==> src/sv/kqt_pkg.sv <==
// shared constants, types and command/status structs for the quantile threshold unit
package kqt_pkg;

  localparam int MAX_SAMPLES = 1024;
  localparam int MAX_GROUPS  = 32;
  localparam int SAMPLE_W    = 32;
  localparam int GC_W        = 6;
  localparam int NUM_W       = 5;
  localparam int ADDR_W      = $clog2(MAX_SAMPLES);
  localparam int CNT_W       = ADDR_W + 1;
  localparam int LANES       = MAX_GROUPS - 1;
  localparam int PROD_W      = CNT_W + NUM_W;
  localparam int STEP_W      = $clog2(PROD_W);
  localparam int BIT_W       = $clog2(SAMPLE_W);

  localparam logic [SAMPLE_W-1:0] SIGN_BIT = {1'b1, {(SAMPLE_W-1){1'b0}}};

  typedef enum logic [2:0] {
    ST_LOAD,
    ST_RANK_INIT,
    ST_RANK_DIV,
    ST_RANK_SAVE,
    ST_SEL_READ,
    ST_SEL_DRAIN,
    ST_SEL_UPDATE,
    ST_EMIT
  } state_t;

  typedef struct packed {
    logic load;
    logic start;
    logic rank_init;
    logic div_step;
    logic rank_save;
    logic pass_read;
    logic pass_update;
    logic emit;
  } kqt_cmd_t;

  typedef struct packed {
    logic count_zero;
    logic div_last;
    logic rank_last;
    logic read_last;
    logic bit_last;
    logic emit_last;
    logic out_full;
  } kqt_stat_t;

endpackage

==> src/sv/kqt_ctrl.sv <==
// controller state machine sequencing load, rank division, bit passes and emission
module kqt_ctrl (
  input  logic              clk,
  input  logic              rst,
  input  logic              in_valid,
  input  logic              last_sample,
  input  kqt_pkg::kqt_stat_t stat,
  output logic              in_stall,
  output kqt_pkg::kqt_cmd_t cmd
);

  kqt_pkg::state_t state, state_next;

  always_ff @(posedge clk) begin
    if (rst) begin
      state <= kqt_pkg::ST_LOAD;
    end else begin
      state <= state_next;
    end
  end

  always_comb begin
    state_next = state;
    unique case (state)
      kqt_pkg::ST_LOAD: begin
        if (in_valid && last_sample) state_next = kqt_pkg::ST_RANK_INIT;
      end
      kqt_pkg::ST_RANK_INIT: begin
        if (stat.count_zero) state_next = kqt_pkg::ST_EMIT;
        else state_next = kqt_pkg::ST_RANK_DIV;
      end
      kqt_pkg::ST_RANK_DIV: begin
        if (stat.div_last) state_next = kqt_pkg::ST_RANK_SAVE;
      end
      kqt_pkg::ST_RANK_SAVE: begin
        if (stat.rank_last) state_next = kqt_pkg::ST_SEL_READ;
        else state_next = kqt_pkg::ST_RANK_INIT;
      end
      kqt_pkg::ST_SEL_READ: begin
        if (stat.read_last) state_next = kqt_pkg::ST_SEL_DRAIN;
      end
      kqt_pkg::ST_SEL_DRAIN: begin
        state_next = kqt_pkg::ST_SEL_UPDATE;
      end
      kqt_pkg::ST_SEL_UPDATE: begin
        if (stat.bit_last) state_next = kqt_pkg::ST_EMIT;
        else state_next = kqt_pkg::ST_SEL_READ;
      end
      kqt_pkg::ST_EMIT: begin
        if (!stat.out_full && stat.emit_last) state_next = kqt_pkg::ST_LOAD;
      end
      default: state_next = kqt_pkg::ST_LOAD;
    endcase
  end

  always_comb begin
    cmd      = '0;
    in_stall = 1'b1;
    unique case (state)
      kqt_pkg::ST_LOAD: begin
        in_stall  = 1'b0;
        cmd.load  = in_valid;
        cmd.start = in_valid && last_sample;
      end
      kqt_pkg::ST_RANK_INIT:  cmd.rank_init   = !stat.count_zero;
      kqt_pkg::ST_RANK_DIV:   cmd.div_step    = 1'b1;
      kqt_pkg::ST_RANK_SAVE:  cmd.rank_save   = 1'b1;
      kqt_pkg::ST_SEL_READ:   cmd.pass_read   = 1'b1;
      kqt_pkg::ST_SEL_DRAIN:  cmd              = '0;
      kqt_pkg::ST_SEL_UPDATE: cmd.pass_update = 1'b1;
      kqt_pkg::ST_EMIT:       cmd.emit        = !stat.out_full;
      default:                cmd              = '0;
    endcase
  end

endmodule

==> config.mk <==
export PLATFORM = sky130hd
export DESIGN_NAME = kqt_ctrl
export DESIGN_NICKNAME = d
export VERILOG_FILES = /design/src/sv/kqt_pkg.sv /design/src/sv/kqt_ctrl.sv
export SDC_FILE = /design/constraint.sdc
export NUM_CORES = 1
export LEC_CHECK = 0
export BUFFER_PORTS_ARGS = -buffer_cell sky130_fd_sc_hd__buf_4
export CAP_MARGIN = 5
export CORE_AREA = 8 8 45 47
export DETAILED_ROUTE_END_ITERATION = 12
export DIE_AREA = 0 0 53 55
export GPL_TIMING_DRIVEN = 1
export PLACE_DENSITY = 0.58
export SLEW_MARGIN = 20
export SYNTH_ARGS = -nofsm -noshare
export SYNTH_HDL_FRONTEND = slang
export SYNTH_SLANG_ARGS = --single-unit
==> constraint.sdc <==
create_clock -name clk -period 2.4 [get_ports clk]
set_input_delay 0.36 -clock clk [delete_from_list [all_inputs] [get_ports clk]]
set_output_delay 0.36 -clock clk [all_outputs]
set_load 0.1 [all_outputs]
==> qor.txt <==
outcome: finished, final reports clean
crit end category: primary output
pin count of the biggest net entering global routing: 16
I/O pin count: 20
Final ANT Viol Nets: 0
Synth Area per Inst: 7.324 µm²
critical path's slowest cell: or3_1
H-tree depth: 1
Crit path max-delay family: simple AND/OR/NAND/NOR gates
Slew headroom: 0.6697
PostCTS Resize Cnt: 0
WHS: 0.3279 ns
sequential element share of the synthesized area: 0.2000
CTS tree: yes
Vias/cell: 4.506
Post-Syn Instances: 41
Worst EP required: 2.04 ns
DRC violations left: 0
Synth area leaders: dfxtp_1 20%, o21ai_0 10%, and3_1 6.3%
cell taking the most area after synthesis: dfxtp_1
I/O Buffers: 19
top cells by count, synth: 6 x o21ai_0, 5 x nor2_1
Tcrit/Tclk final: 0.7930
Post-Syn Nets: 52
first-pass GRT wire length: 1504 µm
Top reg by flops: state
Max clock buf depth: 2
worst-margin pin slew: 0.4948 ns
Max Cap Viol: 0
share of the synthesized area in the top cell type: 0.2000
1st-iter DRT viols: 11
LEAKAGE: 0.2286 nW
synth unique cells: 20
Post-synth EDFFs: 0
vias in the first global route: 368
r2r setup slk: 1.01 ns
Tot GR Track Use: 0.06383
biggest registers after layout: state (3)
Reg2Reg Depth: 4
Row Count: 14
gr ovfl total: 0
min cycle time layout: 1.903 ns
crit path max fanout: 15
Hold Path Class: primary input to flop
CTS clock-pin slew for the worst setup and hold paths: 0.04 ns
async set-reset flop share out of synthesis: 0
WL met3: 110 µm
WS Path Type: flop to primary output
Num CTS Buffers: 3
Synth-to-Final Area Change: 58.33%
CTS Hold Bufs: 0
Initial Util: 0.2170
met2 wire len: 339 µm
Hold Path End: state[0]
core box area: 0.001384 mm²
latest clock arrival within the worst-skew pair: 0.22 ns
Highest Signal Layer: met3
final hold violations: 0
Die X: 53 µm
Root Driver: clkbuf_4
Setup-failing EPs final: 0
crit-path max cell delay: 0.46 ns
post-layout net count: 73
setup TNS: 0 ns
critical-path cell list: or3_1 > nor2_2 > buf_4
worst reg2reg path endpoint: state[0]
final slew viol count: 0
vias: 347
FMAX: 525.4 MHz
CP startpoint kind: flop
Primary FF master, synth: dfxtp_1
antenna violations before repair: 0
WL per Instance: 11.83 µm
max reg flops: 3
number of synthesized register bits: 3
detailed-placement wirelength estimate: 720.7 µm
total wire length: 911 µm
Final Non-Filler Cells: 77
DP Cell Count: 73
hold path depth: 2
Metal-1 WL: 461 µm
RSZ-0062 raised after global routing: false
die area: 0.002915 mm²
clk sinks: 3
Die H: 55 µm
reg2reg start: state[1]
HP Start: rst
ratio of cells with drive above 1 in the final layout: 0.4426
Post-CTS Setup Bufs: 0
most common cell in the netlist: o21ai_0
Worst Skew: 0.002172 ns
Initial DRT Pass Iterations: 4
GPL Wtd Cong: 0.7551
Yosys Warn Count: 0
CP Buf/Inv Count: 1
Worst Slack Setup Final: 0.4968 ns
Peak supply drop: 0.0003165 V
post-layout util: 0.3436
Arrival @ worst endpoint: 1.54 ns
Synth Cell Area: 300.3 µm²
Setup WS pre-CTS: 0.7280 ns
power per cell area: 777.8 mW/mm²
diodes inserted: 0
## metrics by stage
step	power, mW	instance area (µm²)
final	0.3698	475.5
after CTS	0.3750	475.5
after global placement	0.2871	449.2
after global routing	0.3939	475.5
after floorplan	0.2488	310.3
after detailed placement	0.2872	449.2
## layer usage
metal  vias up  GRT usage
met3         0    0.03209
met1       144    0.08018
met4         0    0.01293
met2        17    0.09570
met5         -          0
li1        186          -
## report_power, final
| part | internal [mW] | switching, mW | leakage, nW |
|---|---|---|---|
| logic | 0.0585 | 0.150 | 0.189 |
| registers | 0.0563 | 0.0210 | 0.0246 |
| clock network | 0.0620 | 0.0217 | 0.0150 |
| total | 0.177 | 0.193 | 0.229 |
## cells by family after synthesis
logic type             Yosys count  share of synthesized area
DFF                              3                     0.2000
AOI/OAI and AO/OA               13                     0.3500
buffers and inverters            6                     0.1167
and+or+nand+nor                 19                     0.3333
## worst max-delay path by stage
stage,startpoint,endpoint,slack [ns],depth (start not counted)
finish,state[1],cmd[6],0.50,3
floorplan,state[2],cmd[0],-0.60,3
global route,state[0],cmd[6],0.41,3
CTS,state[1],cmd[6],0.49,3
global placement,state[1],cmd[6],0.74,3
detailed placement,state[1],cmd[6],0.73,3
## layout make-up
class                           count  area, µm²
Fill cell                         154      908.4
Timing Repair Buffer               19      142.6
Multi-Input combinational cell     32      215.2
Sequential cell                     3      60.06
Tap cell                           16      20.02
Inverter                            3      11.26
Clock buffer                        4      26.28
## cell usage in the layout (no fill, tap or decap)
master,n
inv_1,3
o21ai_0,6
nor3_1,3
a22o_1,1
nand2_1,3
a311oi_1,1
nor2_2,1
clkbuf_4,3
nand2_4,1
and2_1,1
nor2b_1,2
nor2_1,3
dfxtp_1,3
nor2_4,1
clkbuf_1,1
a311oi_2,1
a211oi_1,2
buf_4,19
or3_1,1
and3_1,3
o21bai_4,1
a32oi_1,1
(Power assumes the default switching activity.)
